==> src/rtl/swa_pkg.sv <==
// Package for the session worker allocator: shared constants, codes, types
// and the worker count clamp. Used by swa_if, swa_cfg, swa_ctrl and the top level.
// Depends on nothing.
`default_nettype none

package swa_pkg;

  // Default sizes, handed to the top level parameters.
  localparam int unsigned DEF_MAX_WORKERS  = 16;
  localparam int unsigned DEF_NUM_SESSIONS = 64;
  localparam int unsigned DEF_WAIT_DEPTH   = 64;

  // Fixed field widths of the channels.
  localparam int unsigned MODE_W       = 1;
  localparam int unsigned SESSION_W    = 7;
  localparam int unsigned ITEM_W       = 16;
  localparam int unsigned KIND_W       = 3;
  localparam int unsigned WORKER_OUT_W = 4;

  // Configuration register and port.
  localparam int unsigned WIU_W         = 5;
  localparam int unsigned RESET_WORKERS = 16;
  localparam int unsigned APB_ADDR_W    = 3;
  localparam int unsigned APB_DATA_W    = 32;
  localparam logic        REG_WORKERS_IN_USE = 1'b0;

  // Input modes.
  localparam logic [MODE_W-1:0] MODE_WORK   = 1'b0;
  localparam logic [MODE_W-1:0] MODE_FINISH = 1'b1;

  // Result kinds.
  typedef enum logic [KIND_W-1:0] {
    EV_BOUND    = 3'd0,
    EV_NEWBIND  = 3'd1,
    EV_QUEUED   = 3'd2,
    EV_DROPPED  = 3'd3,
    EV_RELEASED = 3'd4
  } event_kind_t;

  // Sequencer states.
  typedef enum logic [1:0] {
    ST_IDLE,
    ST_LOOK,
    ST_EMIT
  } swa_state_t;

  // Rebuild request from the register block to the sequencer.
  typedef struct packed {
    logic             load;
    logic [WIU_W-1:0] workers;
  } swa_cfg_t;

  // A worker count of zero becomes one, and counts above the pool size
  // are limited to the pool size.
  function automatic logic [WIU_W-1:0] clamp_workers(input logic [WIU_W-1:0] v,
                                                     input int unsigned maxw);
    logic [WIU_W-1:0] r;
    r = v;
    if (v == '0) begin
      r = WIU_W'(1);
    end else if (32'(v) > maxw) begin
      r = WIU_W'(maxw);
    end
    return r;
  endfunction

endpackage

`default_nettype wire

==> src/rtl/swa_if.sv <==
// Channel interfaces of the session worker allocator: request channel and
// event channel, each with valid/ready and its payload.
// Depends on swa_pkg for the field widths.
`default_nettype none

interface swa_req_if;
  logic                          valid;
  logic                          ready;
  logic [swa_pkg::MODE_W-1:0]    mode;
  logic [swa_pkg::SESSION_W-1:0] session_id;
  logic [swa_pkg::ITEM_W-1:0]    item_token;

  modport source (output valid, mode, session_id, item_token, input ready);
  modport sink   (input valid, mode, session_id, item_token, output ready);
endinterface

interface swa_evt_if;
  logic                             valid;
  logic                             ready;
  logic [swa_pkg::KIND_W-1:0]       event_kind;
  logic [swa_pkg::WORKER_OUT_W-1:0] worker_id;
  logic [swa_pkg::SESSION_W-1:0]    out_session;
  logic [swa_pkg::ITEM_W-1:0]       out_item;
  logic                             last;

  modport source (output valid, event_kind, worker_id, out_session, out_item, last,
                  input ready);
  modport sink   (input valid, event_kind, worker_id, out_session, out_item, last,
                  output ready);
endinterface

`default_nettype wire

==> src/rtl/swa_ram.sv <==
// Generic single-port-write, single-port-read RAM with a registered read.
// Used for the binding table, the free worker ring and the wait ring.
// Depends on nothing.
`default_nettype none

module swa_ram #(
  parameter int unsigned WIDTH = 8,
  parameter int unsigned DEPTH = 16
) (
  input  wire                                   clk,
  input  wire                                   we,
  input  wire  [((DEPTH > 1) ? $clog2(DEPTH) : 1)-1:0] waddr,
  input  wire  [WIDTH-1:0]                      wdata,
  input  wire  [((DEPTH > 1) ? $clog2(DEPTH) : 1)-1:0] raddr,
  output logic [WIDTH-1:0]                      rdata
);

  logic [WIDTH-1:0] mem [DEPTH];

  // Write port and registered read port.
  always_ff @(posedge clk) begin
    if (we) begin
      mem[waddr] <= wdata;
    end
    rdata <= mem[raddr];
  end

endmodule

`default_nettype wire

==> src/rtl/swa_cfg.sv <==
// APB register block of the session worker allocator: holds workers_in_use
// and signals a pool rebuild on every write to it.
// Depends on swa_pkg.
`default_nettype none

module swa_cfg #(
  parameter int unsigned MAX_WORKERS = swa_pkg::DEF_MAX_WORKERS
) (
  input  wire                              clk,
  input  wire                              rst,
  input  wire                              psel,
  input  wire                              penable,
  input  wire                              pwrite,
  input  wire  [swa_pkg::APB_ADDR_W-1:0]   paddr,
  input  wire  [swa_pkg::APB_DATA_W-1:0]   pwdata,
  output logic [swa_pkg::APB_DATA_W-1:0]   prdata,
  output logic                             pready,
  output swa_pkg::swa_cfg_t                cfg
);
  import swa_pkg::*;

  logic             wr_hit;
  logic [WIU_W-1:0] workers;
  logic [WIU_W-1:0] workers_next;

  // Register 0 sits at byte address 0; the upper address bit selects it.
  assign pready       = 1'b1;
  assign wr_hit       = psel && penable && pwrite && (paddr[2] == REG_WORKERS_IN_USE);
  assign workers_next = clamp_workers(pwdata[WIU_W-1:0], MAX_WORKERS);

  assign cfg.load    = wr_hit;
  assign cfg.workers = workers_next;

  // Stored value, after clamping.
  always_ff @(posedge clk) begin
    if (rst) begin
      workers <= clamp_workers(WIU_W'(RESET_WORKERS), MAX_WORKERS);
    end else if (wr_hit) begin
      workers <= workers_next;
    end
  end

  // Read data.
  always_comb begin
    prdata = '0;
    if (paddr[2] == REG_WORKERS_IN_USE) begin
      prdata = APB_DATA_W'(workers);
    end
  end

endmodule

`default_nettype wire

==> src/rtl/swa_ctrl.sv <==
// Sequencer of the session worker allocator: reads the binding table, free
// ring and wait ring, decides the event, writes the memories back and emits
// results through an output register. Depends on swa_pkg, swa_if, swa_ram.
`default_nettype none

module swa_ctrl #(
  parameter int unsigned MAX_WORKERS  = swa_pkg::DEF_MAX_WORKERS,
  parameter int unsigned NUM_SESSIONS = swa_pkg::DEF_NUM_SESSIONS,
  parameter int unsigned WAIT_DEPTH   = swa_pkg::DEF_WAIT_DEPTH
) (
  input  wire                    clk,
  input  wire                    rst,
  input  wire swa_pkg::swa_cfg_t cfg,
  swa_req_if.sink                req,
  swa_evt_if.source              evt
);
  import swa_pkg::*;

  localparam int unsigned FW   = (MAX_WORKERS > 1) ? $clog2(MAX_WORKERS) : 1;
  localparam int unsigned CW   = $clog2(MAX_WORKERS + 1);
  localparam int unsigned FSW  = CW + 1;
  localparam int unsigned SW   = (NUM_SESSIONS > 1) ? $clog2(NUM_SESSIONS) : 1;
  localparam int unsigned WW   = (WAIT_DEPTH > 1) ? $clog2(WAIT_DEPTH) : 1;
  localparam int unsigned WCW  = $clog2(WAIT_DEPTH + 1);
  localparam int unsigned WSW  = WCW + 1;
  localparam int unsigned QW   = SW + ITEM_W;

  swa_state_t state, state_next;

  // Item under work.
  logic [MODE_W-1:0] cur_mode;
  logic [SW-1:0]     cur_sidx;
  logic [ITEM_W-1:0] cur_item;
  logic              second;

  // Result waiting for the output register.
  event_kind_t          pend_kind;
  logic [FW-1:0]        pend_worker;
  logic [SESSION_W-1:0] pend_session;
  logic [ITEM_W-1:0]    pend_item;
  logic                 pend_last;
  logic                 more;

  // Pool and queue state.
  logic [NUM_SESSIONS-1:0] bvalid;
  logic [MAX_WORKERS-1:0]  fwritten;
  logic [FW-1:0]           free_head;
  logic [CW-1:0]           free_count;
  logic [WW-1:0]           wait_head;
  logic [WCW-1:0]          wait_count;

  // Memory ports.
  logic          bind_we;
  logic [SW-1:0] bind_raddr;
  logic [FW-1:0] bind_rdata;
  logic          free_we;
  logic [FW-1:0] free_rdata;
  logic          wait_we;
  logic [QW-1:0] wait_rdata;

  // Decode of the current lookup.
  logic          accept;
  logic          sess_ok;
  logic [SW-1:0] sidx_in;
  logic          bv;
  logic [FW-1:0] fw;
  logic          is_finish;
  logic          take_free;
  logic          do_queue;
  logic          do_push;
  logic          do_pop;
  logic [FSW-1:0] fsum;
  logic [FW-1:0]  ftail;
  logic [WSW-1:0] wsum;
  logic [WW-1:0]  wtail;
  logic [FW-1:0]  free_head_inc;
  logic [WW-1:0]  wait_head_inc;
  logic           emit_go;

  assign req.ready = (state == ST_IDLE);
  assign accept    = req.valid && req.ready;
  assign sess_ok   = (req.session_id != '0) && (32'(req.session_id) <= NUM_SESSIONS);
  assign sidx_in   = SW'(req.session_id - SESSION_W'(1));

  // Current binding and the worker at the head of the free ring; a slot
  // not written since the last rebuild holds its own index.
  assign bv = bvalid[cur_sidx];
  assign fw = fwritten[free_head] ? free_rdata : free_head;

  assign is_finish = (cur_mode == MODE_FINISH) && !second;
  assign take_free = (state == ST_LOOK) && !is_finish && !bv && (free_count != '0);
  assign do_queue  = (state == ST_LOOK) && !is_finish && !bv && (free_count == '0) &&
                     (32'(wait_count) < WAIT_DEPTH);
  assign do_push   = (state == ST_LOOK) && is_finish && bv &&
                     (32'(free_count) < MAX_WORKERS);
  assign do_pop    = (state == ST_LOOK) && is_finish && bv && (wait_count != '0);

  // Ring tail positions, wrapped with one compare and subtract.
  assign fsum  = FSW'(free_head) + FSW'(free_count);
  assign ftail = (32'(fsum) >= MAX_WORKERS) ? FW'(fsum - FSW'(MAX_WORKERS)) : FW'(fsum);
  assign wsum  = WSW'(wait_head) + WSW'(wait_count);
  assign wtail = (32'(wsum) >= WAIT_DEPTH) ? WW'(wsum - WSW'(WAIT_DEPTH)) : WW'(wsum);

  assign free_head_inc = (32'(free_head) == MAX_WORKERS - 1) ? '0 : FW'(free_head + FW'(1));
  assign wait_head_inc = (32'(wait_head) == WAIT_DEPTH - 1) ? '0 : WW'(wait_head + WW'(1));

  assign emit_go = (state == ST_EMIT) && (!evt.valid || evt.ready);

  // Binding table: worker per session; the valid bits live in bvalid.
  assign bind_we    = take_free;
  assign bind_raddr = (state == ST_IDLE) ? sidx_in : cur_sidx;

  swa_ram #(.WIDTH(FW), .DEPTH(NUM_SESSIONS)) u_bind_ram (
    .clk   (clk),
    .we    (bind_we),
    .waddr (cur_sidx),
    .wdata (fw),
    .raddr (bind_raddr),
    .rdata (bind_rdata)
  );

  // Free worker ring.
  assign free_we = do_push;

  swa_ram #(.WIDTH(FW), .DEPTH(MAX_WORKERS)) u_free_ram (
    .clk   (clk),
    .we    (free_we),
    .waddr (ftail),
    .wdata (bind_rdata),
    .raddr (free_head),
    .rdata (free_rdata)
  );

  // Wait ring: session index and item per entry.
  assign wait_we = do_queue;

  swa_ram #(.WIDTH(QW), .DEPTH(WAIT_DEPTH)) u_wait_ram (
    .clk   (clk),
    .we    (wait_we),
    .waddr (wtail),
    .wdata ({cur_sidx, cur_item}),
    .raddr (wait_head),
    .rdata (wait_rdata)
  );

  // State register.
  always_ff @(posedge clk) begin
    if (rst) begin
      state <= ST_IDLE;
    end else begin
      state <= state_next;
    end
  end

  // Next state.
  always_comb begin
    state_next = state;
    case (state)
      ST_IDLE: begin
        if (accept && sess_ok) begin
          state_next = ST_LOOK;
        end
      end
      ST_LOOK: begin
        if (is_finish && !bv) begin
          state_next = ST_IDLE;
        end else begin
          state_next = ST_EMIT;
        end
      end
      ST_EMIT: begin
        if (emit_go) begin
          state_next = more ? ST_LOOK : ST_IDLE;
        end
      end
      default: state_next = ST_IDLE;
    endcase
  end

  // Item registers and the pending result.
  always_ff @(posedge clk) begin
    if (accept && sess_ok) begin
      cur_mode <= req.mode;
      cur_sidx <= sidx_in;
      cur_item <= req.item_token;
      second   <= 1'b0;
    end
    if (emit_go && more) begin
      second <= 1'b1;
    end
    if (state == ST_LOOK) begin
      pend_session <= SESSION_W'(SESSION_W'(cur_sidx) + SESSION_W'(1));
      if (is_finish) begin
        pend_kind   <= EV_RELEASED;
        pend_worker <= bind_rdata;
        pend_item   <= '0;
        pend_last   <= !do_pop;
        more        <= do_pop;
        // The popped request becomes the item under work.
        if (do_pop) begin
          cur_sidx <= wait_rdata[QW-1:ITEM_W];
          cur_item <= wait_rdata[ITEM_W-1:0];
        end
      end else begin
        pend_item <= cur_item;
        pend_last <= 1'b1;
        more      <= 1'b0;
        if (bv) begin
          pend_kind   <= EV_BOUND;
          pend_worker <= bind_rdata;
        end else if (take_free) begin
          pend_kind   <= EV_NEWBIND;
          pend_worker <= fw;
        end else if (do_queue) begin
          pend_kind   <= EV_QUEUED;
          pend_worker <= '0;
        end else begin
          pend_kind   <= EV_DROPPED;
          pend_worker <= '0;
        end
      end
    end
  end

  // Pool bookkeeping; a rebuild empties everything and refills the pool.
  always_ff @(posedge clk) begin
    if (rst) begin
      bvalid     <= '0;
      fwritten   <= '0;
      free_head  <= '0;
      free_count <= CW'(clamp_workers(WIU_W'(RESET_WORKERS), MAX_WORKERS));
      wait_head  <= '0;
      wait_count <= '0;
    end else if (cfg.load) begin
      bvalid     <= '0;
      fwritten   <= '0;
      free_head  <= '0;
      free_count <= CW'(cfg.workers);
      wait_head  <= '0;
      wait_count <= '0;
    end else begin
      if (take_free) begin
        bvalid[cur_sidx] <= 1'b1;
        free_head        <= free_head_inc;
        free_count       <= CW'(free_count - CW'(1));
      end
      if (do_queue) begin
        wait_count <= WCW'(wait_count + WCW'(1));
      end
      if ((state == ST_LOOK) && is_finish && bv) begin
        bvalid[cur_sidx] <= 1'b0;
      end
      if (do_push) begin
        fwritten[ftail] <= 1'b1;
        free_count      <= CW'(free_count + CW'(1));
      end
      if (do_pop) begin
        wait_head  <= wait_head_inc;
        wait_count <= WCW'(wait_count - WCW'(1));
      end
    end
  end

  // Output register.
  always_ff @(posedge clk) begin
    if (rst) begin
      evt.valid <= 1'b0;
    end else if (emit_go) begin
      evt.valid <= 1'b1;
    end else if (evt.ready) begin
      evt.valid <= 1'b0;
    end
  end

  always_ff @(posedge clk) begin
    if (emit_go) begin
      evt.event_kind  <= pend_kind;
      evt.worker_id   <= WORKER_OUT_W'(pend_worker);
      evt.out_session <= pend_session;
      evt.out_item    <= pend_item;
      evt.last        <= pend_last;
    end
  end

endmodule

`default_nettype wire

==> src/rtl/session_worker_allocator_top.sv <==
// Session worker allocator, top level: APB register block and sequencer.
// Requests enter on req, events leave on evt; both are valid/ready channels
// and a transfer happens at a rising edge with valid and ready both high.
// A work request gives one event; a finish of a bound session gives a
// release event and, when a request waits, a second event for it; last marks
// the final event of an input. Finishes of unbound sessions and sessions out
// of range give no event.
// The request transfer starts the binding, free ring and wait ring memory reads;
// LOOK decides and writes back, and EMIT moves the event into the output
// register. A request is taken only in IDLE, after the last one is through.
// A finish that pops a waiting request passes LOOK and EMIT again, since the
// popped request rereads the binding table and free ring after the release is written.
// When evt is stalled the pending event holds in the sequencer and no new
// request is taken until it has moved into the output register.
// Reset (rst, synchronous) clears all bindings, empties the wait queue and
// fills the free pool with workers 0 to min(15, MAX_WORKERS-1) at once; there
// is no clearing pass. Writing workers_in_use at address 0 does the same with the new count.
// Depends on swa_pkg, swa_if, swa_ram, swa_cfg and swa_ctrl.
`default_nettype none

module session_worker_allocator_top #(
  parameter int unsigned MAX_WORKERS  = swa_pkg::DEF_MAX_WORKERS,
  parameter int unsigned NUM_SESSIONS = swa_pkg::DEF_NUM_SESSIONS,
  parameter int unsigned WAIT_DEPTH   = swa_pkg::DEF_WAIT_DEPTH
) (
  input  wire                             clk,
  input  wire                             rst,
  swa_req_if.sink                         req,
  swa_evt_if.source                       evt,
  input  wire                             psel,
  input  wire                             penable,
  input  wire                             pwrite,
  input  wire  [swa_pkg::APB_ADDR_W-1:0]  paddr,
  input  wire  [swa_pkg::APB_DATA_W-1:0]  pwdata,
  output logic [swa_pkg::APB_DATA_W-1:0]  prdata,
  output logic                            pready
);
  import swa_pkg::*;

  swa_cfg_t cfg;

  // Configuration register.
  swa_cfg #(.MAX_WORKERS(MAX_WORKERS)) u_cfg (
    .clk     (clk),
    .rst     (rst),
    .psel    (psel),
    .penable (penable),
    .pwrite  (pwrite),
    .paddr   (paddr),
    .pwdata  (pwdata),
    .prdata  (prdata),
    .pready  (pready),
    .cfg     (cfg)
  );

  // Allocation sequencer with its memories.
  swa_ctrl #(
    .MAX_WORKERS  (MAX_WORKERS),
    .NUM_SESSIONS (NUM_SESSIONS),
    .WAIT_DEPTH   (WAIT_DEPTH)
  ) u_ctrl (
    .clk (clk),
    .rst (rst),
    .cfg (cfg),
    .req (req),
    .evt (evt)
  );

endmodule

`default_nettype wire
==> src/flat_wrapper.sv <==
// flat-port wrapper written by rule: the top's interface ports become plain ports
module session_worker_allocator_top_flat import swa_pkg::*;
#(
  parameter int unsigned MAX_WORKERS  = swa_pkg::DEF_MAX_WORKERS,
  parameter int unsigned NUM_SESSIONS = swa_pkg::DEF_NUM_SESSIONS,
  parameter int unsigned WAIT_DEPTH   = swa_pkg::DEF_WAIT_DEPTH
)
  (clk, rst, psel, penable, pwrite, paddr, pwdata, prdata, pready, req_valid, req_mode, req_session_id, req_item_token, req_ready, evt_valid, evt_event_kind, evt_worker_id, evt_out_session, evt_out_item, evt_last, evt_ready);
  swa_req_if req_i ();
  swa_evt_if evt_i ();
  input  wire clk;
  input  wire rst;
  input  wire psel;
  input  wire penable;
  input  wire pwrite;
  input  wire  [swa_pkg::APB_ADDR_W-1:0] paddr;
  input  wire  [swa_pkg::APB_DATA_W-1:0] pwdata;
  output logic [swa_pkg::APB_DATA_W-1:0] prdata;
  output logic pready;
  input wire logic [$bits(req_i.valid)-1:0] req_valid;
  input wire logic [$bits(req_i.mode)-1:0] req_mode;
  input wire logic [$bits(req_i.session_id)-1:0] req_session_id;
  input wire logic [$bits(req_i.item_token)-1:0] req_item_token;
  output wire logic [$bits(req_i.ready)-1:0] req_ready;
  output wire logic [$bits(evt_i.valid)-1:0] evt_valid;
  output wire logic [$bits(evt_i.event_kind)-1:0] evt_event_kind;
  output wire logic [$bits(evt_i.worker_id)-1:0] evt_worker_id;
  output wire logic [$bits(evt_i.out_session)-1:0] evt_out_session;
  output wire logic [$bits(evt_i.out_item)-1:0] evt_out_item;
  output wire logic [$bits(evt_i.last)-1:0] evt_last;
  input wire logic [$bits(evt_i.ready)-1:0] evt_ready;
  assign req_i.valid = req_valid;
  assign req_i.mode = req_mode;
  assign req_i.session_id = req_session_id;
  assign req_i.item_token = req_item_token;
  assign req_ready = req_i.ready;
  assign evt_valid = evt_i.valid;
  assign evt_event_kind = evt_i.event_kind;
  assign evt_worker_id = evt_i.worker_id;
  assign evt_out_session = evt_i.out_session;
  assign evt_out_item = evt_i.out_item;
  assign evt_last = evt_i.last;
  assign evt_i.ready = evt_ready;
  session_worker_allocator_top #(.MAX_WORKERS(MAX_WORKERS), .NUM_SESSIONS(NUM_SESSIONS), .WAIT_DEPTH(WAIT_DEPTH)) u_core (.clk(clk), .rst(rst), .req(req_i), .evt(evt_i), .psel(psel), .penable(penable), .pwrite(pwrite), .paddr(paddr), .pwdata(pwdata), .prdata(prdata), .pready(pready));
endmodule
==> config.mk <==
export PLATFORM = sky130hd
export DESIGN_NAME = session_worker_allocator_top_flat
export DESIGN_NICKNAME = d
export VERILOG_FILES = /design/src/rtl/swa_pkg.sv /design/src/rtl/swa_if.sv /design/src/rtl/swa_ram.sv /design/src/rtl/swa_cfg.sv /design/src/rtl/swa_ctrl.sv /design/src/rtl/session_worker_allocator_top.sv /design/src/flat_wrapper.sv
export SDC_FILE = /design/constraint.sdc
export NUM_CORES = 2
export LEC_CHECK = 0
export ABC_AREA = 1
export BUFFER_PORTS_ARGS = -buffer_cell sky130_fd_sc_hd__buf_2
export CAP_MARGIN = 20
export CORE_AREA = 2 2 472 474
export CTS_BUF_LIST = sky130_fd_sc_hd__clkbuf_4 sky130_fd_sc_hd__clkbuf_8
export CTS_CLUSTER_SIZE = 28
export DETAILED_ROUTE_END_ITERATION = 16
export DIE_AREA = 0 0 474 476
export GPL_ROUTABILITY_DRIVEN = 0
export PLACE_DENSITY_LB_ADDON = 0.15
export SLEW_MARGIN = 20
export SYNTH_ARGS = -nofsm -noshare
export SYNTH_HDL_FRONTEND = slang
export SYNTH_HIERARCHICAL = 1
export SYNTH_SLANG_ARGS = --single-unit
==> constraint.sdc <==
create_clock -name clk -period 8.15 [get_ports clk]
set_input_delay 1.2225 -clock clk [delete_from_list [all_inputs] [get_ports clk]]
set_output_delay 1.2225 -clock clk [all_outputs]
set_load 0.05 [all_outputs]
== Yosys cells after proc, flatten, opt, wreduce, memory -nomap -nowiden ==
Memory sizes are Yosys's and may differ from the RTL's. A register that Yosys moved wholly into a read port is not among the register bits.
Index checks and enable logic that the tools add are counted.

* Register bits after elaboration: 197
* RAM bits: 1728
* Bits of input ports: 66
* Memories: 3

{| class="wikitable"
|+ Memories
! memory !! depth !! width !! rd ports !! clocked after Yosys merged registers in !! write ports !! RTL line !! RTL
|-
| u_core.u_ctrl.u_wait_ram.mem || 64 || 22 || 1 || 1 || 1 || swa_ram.sv:18 || <nowiki>logic [WIDTH-1:0] mem [DEPTH];</nowiki>
|-
| u_core.u_ctrl.u_bind_ram.mem || 64 || 4 || 1 || 1 || 1 || swa_ram.sv:18 ||
|-
| u_core.u_ctrl.u_free_ram.mem || 16 || 4 || 1 || 1 || 1 || swa_ram.sv:18 ||
|}

* $add $sub $neg: 12
* Order comparisons: 11
* Equality and inequality tests: 6
* Muxes and demuxes: 52
* Bitwise gates (word level): 5
* Reduce and logical (&&, ||, !) cells: 40

{| class="wikitable"
|+ Operator list
! kind !! number
|-
| 64-bit 2-to-1 mux || 4
|-
| 64-bit bitwise AND || 1
|-
| 16-bit 2-to-1 mux || 4
|-
| 64-bit inverter || 1
|-
| 64-bit bitwise OR || 1
|-
| 6-bit 2-to-1 mux || 7
|-
| 5-bit 2-to-1 mux || 6
|-
| 4-bit 2-to-1 mux || 6
|-
| 1-bit logical AND || 21
|-
| 16-bit bitwise OR || 1
|-
| 1-bit 2-to-1 mux || 14
|-
| 7-bit 2-to-1 mux || 2
|-
| 7-bit nonzero test || 2
|-
| 6-bit by 1-bit subtractor with 6-bit output, second input constant || 2
|-
| 5-bit zero test || 2
|-
| 4-bit by 5-bit less-than comparator with 1-bit output, second input constant || 2
|-
| 6-bit by 7-bit adder with 8-bit output || 1
|-
| 8-bit by 7-bit >= comparator with 1-bit output, second input constant || 1
|-
| 2-bit 2-to-1 mux || 4
|-
| 6-bit by 1-bit adder with 7-bit output, second input constant || 1
|-
| 7-bit by 1-bit adder with 7-bit output, second input constant || 1
|-
| 7-bit less-or-equal comparator, second input constant || 1
|-
| 6-bit by 7-bit less-than comparator with 1-bit output, second input constant || 1
|-
| 7-bit less-than comparator, second input constant || 1
|-
| other kinds (33) || 39
|}

== Depth between registers and ports, before layout ==
* Word-level depth: 11
* Depth in mapped cells: 24
* Gate-level depth less buffers: 23

== Modules after synthesis ==
Netlist, hierarchy kept.

{| class="wikitable"
|+ By module, submodules not included
! module !! times used !! cells each !! area each (um2) !! seq. area each (um2)
|-
| swa_ram at u_core.u_ctrl.u_wait_ram || 1 || 4800 || 57213.6 || 42721.0
|-
| swa_ram at u_core.u_ctrl.u_bind_ram || 1 || 948 || 10881.7 || 7767.4
|-
| swa_ctrl || 1 || 1239 || 9613.0 || 4484.3
|-
| swa_ram at u_core.u_ctrl.u_free_ram || 1 || 290 || 2966.6 || 2001.9
|-
| swa_cfg || 1 || 82 || 518.0 || 100.1
|}

== Worst setup path before layout ==
No wires, ideal clock.

* Path type: flip-flop to flip-flop
* From: register u_core.u_ctrl.state[0]
* To: memory u_core/u_ctrl/u_wait_ram/mem[48][0] (netlist name), enable pin
* Setup time: 0.458 ns
* Arrival time: 5.468 ns
* Path slack: 2.225 ns
* Stages on the path, launching flop included: 13
* Period minus slack after synthesis: 5.925 ns
* Cell sequence: dfxtp_1 -> inv_1 -> nor2_1 -> inv_1 -> nor2_1 -> inv_1 -> nor2_1 -> nand3_1 -> buf_2 -> inv_1 -> clkbuf_1 -> nand4_1 -> nor4_1

* Cells in the longest elaborated chain, start to end: 7

{| class="wikitable"
|+ RTL lines
! item !! RTL line !! RTL
|-
| from (decl) || swa_ctrl.sv:28 || <nowiki>swa_state_t state, state_next;</nowiki>
|-
| from (signal assigned) || swa_ctrl.sv:151 || <nowiki>state <= state_next;</nowiki>
|-
| 2-bit by 1-bit == test with 1-bit output || swa_ctrl.sv:92 || <nowiki>assign do_queue = (state == ST_LOOK) && !is_finish && !bv && (free_count == '0) &&</nowiki>
|-
| 1-bit logical AND (4 in a row) || swa_ctrl.sv:92 ||
|-
| via u_core.u_ctrl.do_queue || swa_ctrl.sv:69 || <nowiki>logic do_queue;</nowiki>
|-
| 1-bit 2-to-1 mux || swa_ram.sv:22 || <nowiki>if (we) begin</nowiki>
|-
| 1-bit 2-to-1 mux (implied by the code) || swa_ram.sv:23 || <nowiki>mem[waddr] <= wdata;</nowiki>
|-
| to (decl) || swa_ram.sv:18 ||
|}

The timed path passes the listed nets, and every way through them passes these cells.

== Worst setup path after layout ==
* From: register u_core.u_ctrl.cur_sidx[0]
* To: memory u_core/u_ctrl/u_wait_ram/mem[36][2] (netlist name), enable pin

* Cells in the longest elaborated chain, start to end: 8

{| class="wikitable"
|+ RTL lines
! item !! RTL line !! RTL
|-
| from (decl) || swa_ctrl.sv:32 || <nowiki>logic [SW-1:0] cur_sidx;</nowiki>
|-
| from (signal assigned) || swa_ctrl.sv:184 || <nowiki>cur_sidx <= sidx_in;</nowiki>
|-
| from (signal assigned) || swa_ctrl.sv:201 || <nowiki>cur_sidx <= wait_rdata[QW-1:ITEM_W];</nowiki>
|-
| 1-bit binary-select mux with 6-bit select || swa_ctrl.sv:87 || <nowiki>assign bv = bvalid[cur_sidx];</nowiki>
|-
| 1-bit 2-to-1 mux (implied by the code) || swa_ctrl.sv:87 ||
|-
| 1-bit zero test || swa_ctrl.sv:92 ||
|-
| 1-bit logical AND (3 in a row) || swa_ctrl.sv:92 ||
|-
| via u_core.u_ctrl.do_queue || swa_ctrl.sv:69 ||
|-
| 1-bit 2-to-1 mux || swa_ram.sv:22 ||
|-
| 1-bit 2-to-1 mux (implied by the code) || swa_ram.sv:23 ||
|}

The timed path passes the listed nets, and every way through them passes these cells. The select of a mux whose other input is x is not followed.

==> flow_metrics.env <==
export IMPL_outcome="completed"
export IMPL_ys_types=48
export IMPL_finalSetupTns_ps=0
export IMPL_post_cts_resized=0
export IMPL_netlist_instances=7359
export IMPL_detail_route_wl_per_cell_um=22.3
export IMPL_clock_sinks=1955
export IMPL_postRouteAntennaNets=0
export IMPL_dpl_worst_slack_ps=2180
export IMPL_overflow=0
export IMPL_startpoint="u_core/u_ctrl/cur_sidx[0]"
export IMPL_clockBufferDepth=4
export IMPL_worst_slew_pin_slew_ps=1210
export IMPL_dpl_instance_area_um2=84400
export IMPL_antenna_found_initial=13
export IMPL_start_util=0.367
export IMPL_synth_avg_cell_area_um2=11.0
export IMPL_port_buffers=74
export IMPL_drt_initial_drc_count=4884
export IMPL_critical_path_class="reg2reg"
export IMPL_yosys_area_top_type="edfxtp_1"
export IMPL_cts_buffers=353
export IMPL_final_area_um2=91100
export IMPL_cp_required_ps=8880
export IMPL_synth_seq_area_share=0.703
export IMPL_ys_flop_type="edfxtp_1"
export IMPL_drive_gt1_frac=0.113
export IMPL_synth_edf_count=1792
export IMPL_hold_start="u_core/u_ctrl/pend_item[11]"
export IMPL_core_um2=221000
export IMPL_finalClockSkew_ps=72.8
export IMPL_hold_viol=0
export IMPL_clk_latency_ps=1080
export IMPL_wl_met2_mm=108
export IMPL_post_route_min_period_ps=6000
export IMPL_die_x_um=474
export IMPL_wl_met1_mm=109
export IMPL_crit_fanout=71
export IMPL_setup_violations=0
export IMPL_die_area_um2=226000
export IMPL_grt_use_total=0.208
export IMPL_fin_crit_sh=0.736
export IMPL_drc=0
export IMPL_io_pins=132
export IMPL_highest_layer="met4"
export IMPL_start_kind="flip-flop"
export IMPL_post_cts_setup_buffer_count=0
export IMPL_grt_max_degree=180
export IMPL_setup_ws_ps=2150
export IMPL_max_cap_viol_count=0
export IMPL_rsz0062_at_grt="false"
export IMPL_wirelength_mm=239
export IMPL_endpoint_kind="flip-flop"
export IMPL_root_buffer="clkbuf_8"
export IMPL_arrival_ps=6720
export IMPL_p_per_area_nw_per_um2=249
export IMPL_synth_async_reset_ratio=0
export IMPL_yosys_top_cells_area="edfxtp_1 (66%), nand2_1 (11%), nand3_1 (9.3%)"
export IMPL_fin_cells=10726
export IMPL_vias=55043
export IMPL_synth_top_cell_area_share=0.663
export IMPL_grt_pass1_vias=52122
export IMPL_fp_row_count=173
export IMPL_p_leak_nw=33.0
export IMPL_dp_cells=10101
export IMPL_drv_slew=0
export IMPL_via_per_inst=5.13
export IMPL_ir_drop_mv=0.188
export IMPL_ys_ff_latch=1955
export IMPL_yosys_warnings=6
export IMPL_syn2layout_area_growth_pct=12.2
export IMPL_place_hpwl_mm=127
export IMPL_slew_headroom=0.182
export IMPL_hold_path_class="reg2reg"
export IMPL_fin_nets=7572
export IMPL_max_clock_freq_ghz=0.167
export IMPL_syn_area_um2=81200
export IMPL_dr_pass1_iters=6
export IMPL_die_height_um=476
export IMPL_dr_wl_met3_mm=14.6
export IMPL_worstReg2RegStart="u_core/u_ctrl/cur_sidx[0]"
export IMPL_tritoncts="built"
export IMPL_htree_levels=5
export IMPL_fin_total_pwr_mw=22.7
export IMPL_grt_pass1_wl_mm=348
export IMPL_cts_hold_fix_buffers=0
export IMPL_final_common_cell="nand2_1"
export IMPL_mostFrequentLayoutCells="nand2_1 (2451), edfxtp_1 (1792), nand3_1 (1503)"
export IMPL_clk_pin_slew_ps=60
==> logic make-up (layout without fill, tap and decap cells) <==
family | Yosys count | count (layout) | synth area share
muxes | 1 | 1 | 0.000123
xor gates and xnor gates | 23 | 23 | 0.00248
other | 2 | 41 | 0.0000925
AOI/OAI and AO/OA | 253 | 253 | 0.0189
and+or+nand+nor | 4412 | 4412 | 0.230
adders and majority gates | 25 | 25 | 0.00422
DFF | 1955 | 1955 | 0.703
buffers and inverters | 688 | 1041 | 0.0413
==> where the power goes <==
group / leakage, nW / total, mW / internal, mW / switching (mW)
Sequential: 17.6 / 12.1 / 11.6 / 0.490
Clock: 3.52 / 8.86 / 4.86 / 4.00
Combinational: 11.9 / 1.69 / 0.323 / 1.36
Total: 33.0 / 22.7 / 16.8 / 5.86
==> area by class of cell <==
cell class	count	area, um2
diodes	13	32.5
clock buffers	508	6170
clock inverters	104	487
fillers	21216	130000
inverters	216	842
multi-input cells	4742	21100
flip-flops and latches	1955	57200
well taps	2975	3720
repair buffers	213	1530
==> cell usage after synthesis, types with 2 or more instances <==
master       n
nand3b_1     4
nand2_2      2
nor2_4       2
a211oi_1     3
buf_6       30
buf_2      218
nor3_1      17
buf_4       71
o21a_1      13
dfxtp_1    163
o31ai_1     63
o211ai_1     6
o21ai_0     30
nand3_2      3
buf_1       43
nand4_1     22
or2_1        4
clkinv_1     5
nor4_1      18
xnor2_1      5
nor2_2       2
inv_1      200
a21oi_1    100
ha_1        21
a31oi_1     23
or2_2        2
o21ai_1      6
nand2_1   2451
nand3_1   1503
clkbuf_1   110
a22o_1       4
edfxtp_1  1792
conb_1       2
inv_2        9
xor2_1      18
nor2_1     379
fa_1         4
==> state kept, by name, summed over array words and instances (netlist names), 16 cells and up <==
name                            cells
u_core/u_ctrl/u_wait_ram/mem     1408
u_core/u_ctrl/u_bind_ram/mem      256
u_core/u_ctrl/bvalid               64
u_core/u_ctrl/u_free_ram/mem       64
u_core/u_ctrl/u_wait_ram/rdata     22
u_core/u_ctrl/cur_item             16
u_core/u_ctrl/evt.out_item         16
u_core/u_ctrl/fwritten             16
u_core/u_ctrl/pend_item            16
==> final timing paths <==
check                                                           end  slack (ps)  depth (start not counted)
worst min-delay path                 u_core/u_ctrl/evt.out_item[11]         410                          0
worst max register to register  u_core/u_ctrl/u_wait_ram/mem[36][2]        2150                         14
worst max-delay path            u_core/u_ctrl/u_wait_ram/mem[36][2]        2150                         14
worst min register to register       u_core/u_ctrl/evt.out_item[11]         410                          0
==> routing by layer <==
layer | GRT usage | vias to the layer above
met3 | 0.0320 | 432
met2 | 0.324 | 1758
met1 | 0.296 | 27093
li1 | - | 25760
met4 | 0.0697 | 0
met5 | 0 | -
==> stage by stage <==
stage / util / hold WS (ps)
after floorplan: - / 400
after global placement: 0.382 / 401
after detailed placement: 0.382 / 405
after CTS: 0.412 / 355
after global routing: 0.412 / 360
final: 0.412 / 411
==> worst max-delay path: stages, from the launching register on <==
cell and delay [ps]:
dfxtp_4 800, buf_4 750, nand2_1 110, nand3_1 120
nand2_1 50, o21ai_1 160, nand2_1 110, nor2_4 220
nand2_4 130, nor2_1 120, nand3_1 390, inv_1 500
nand4_1 870, nor2_2 860, buf_4 380
No activity file was read; power rests on OpenSTA's default activity.
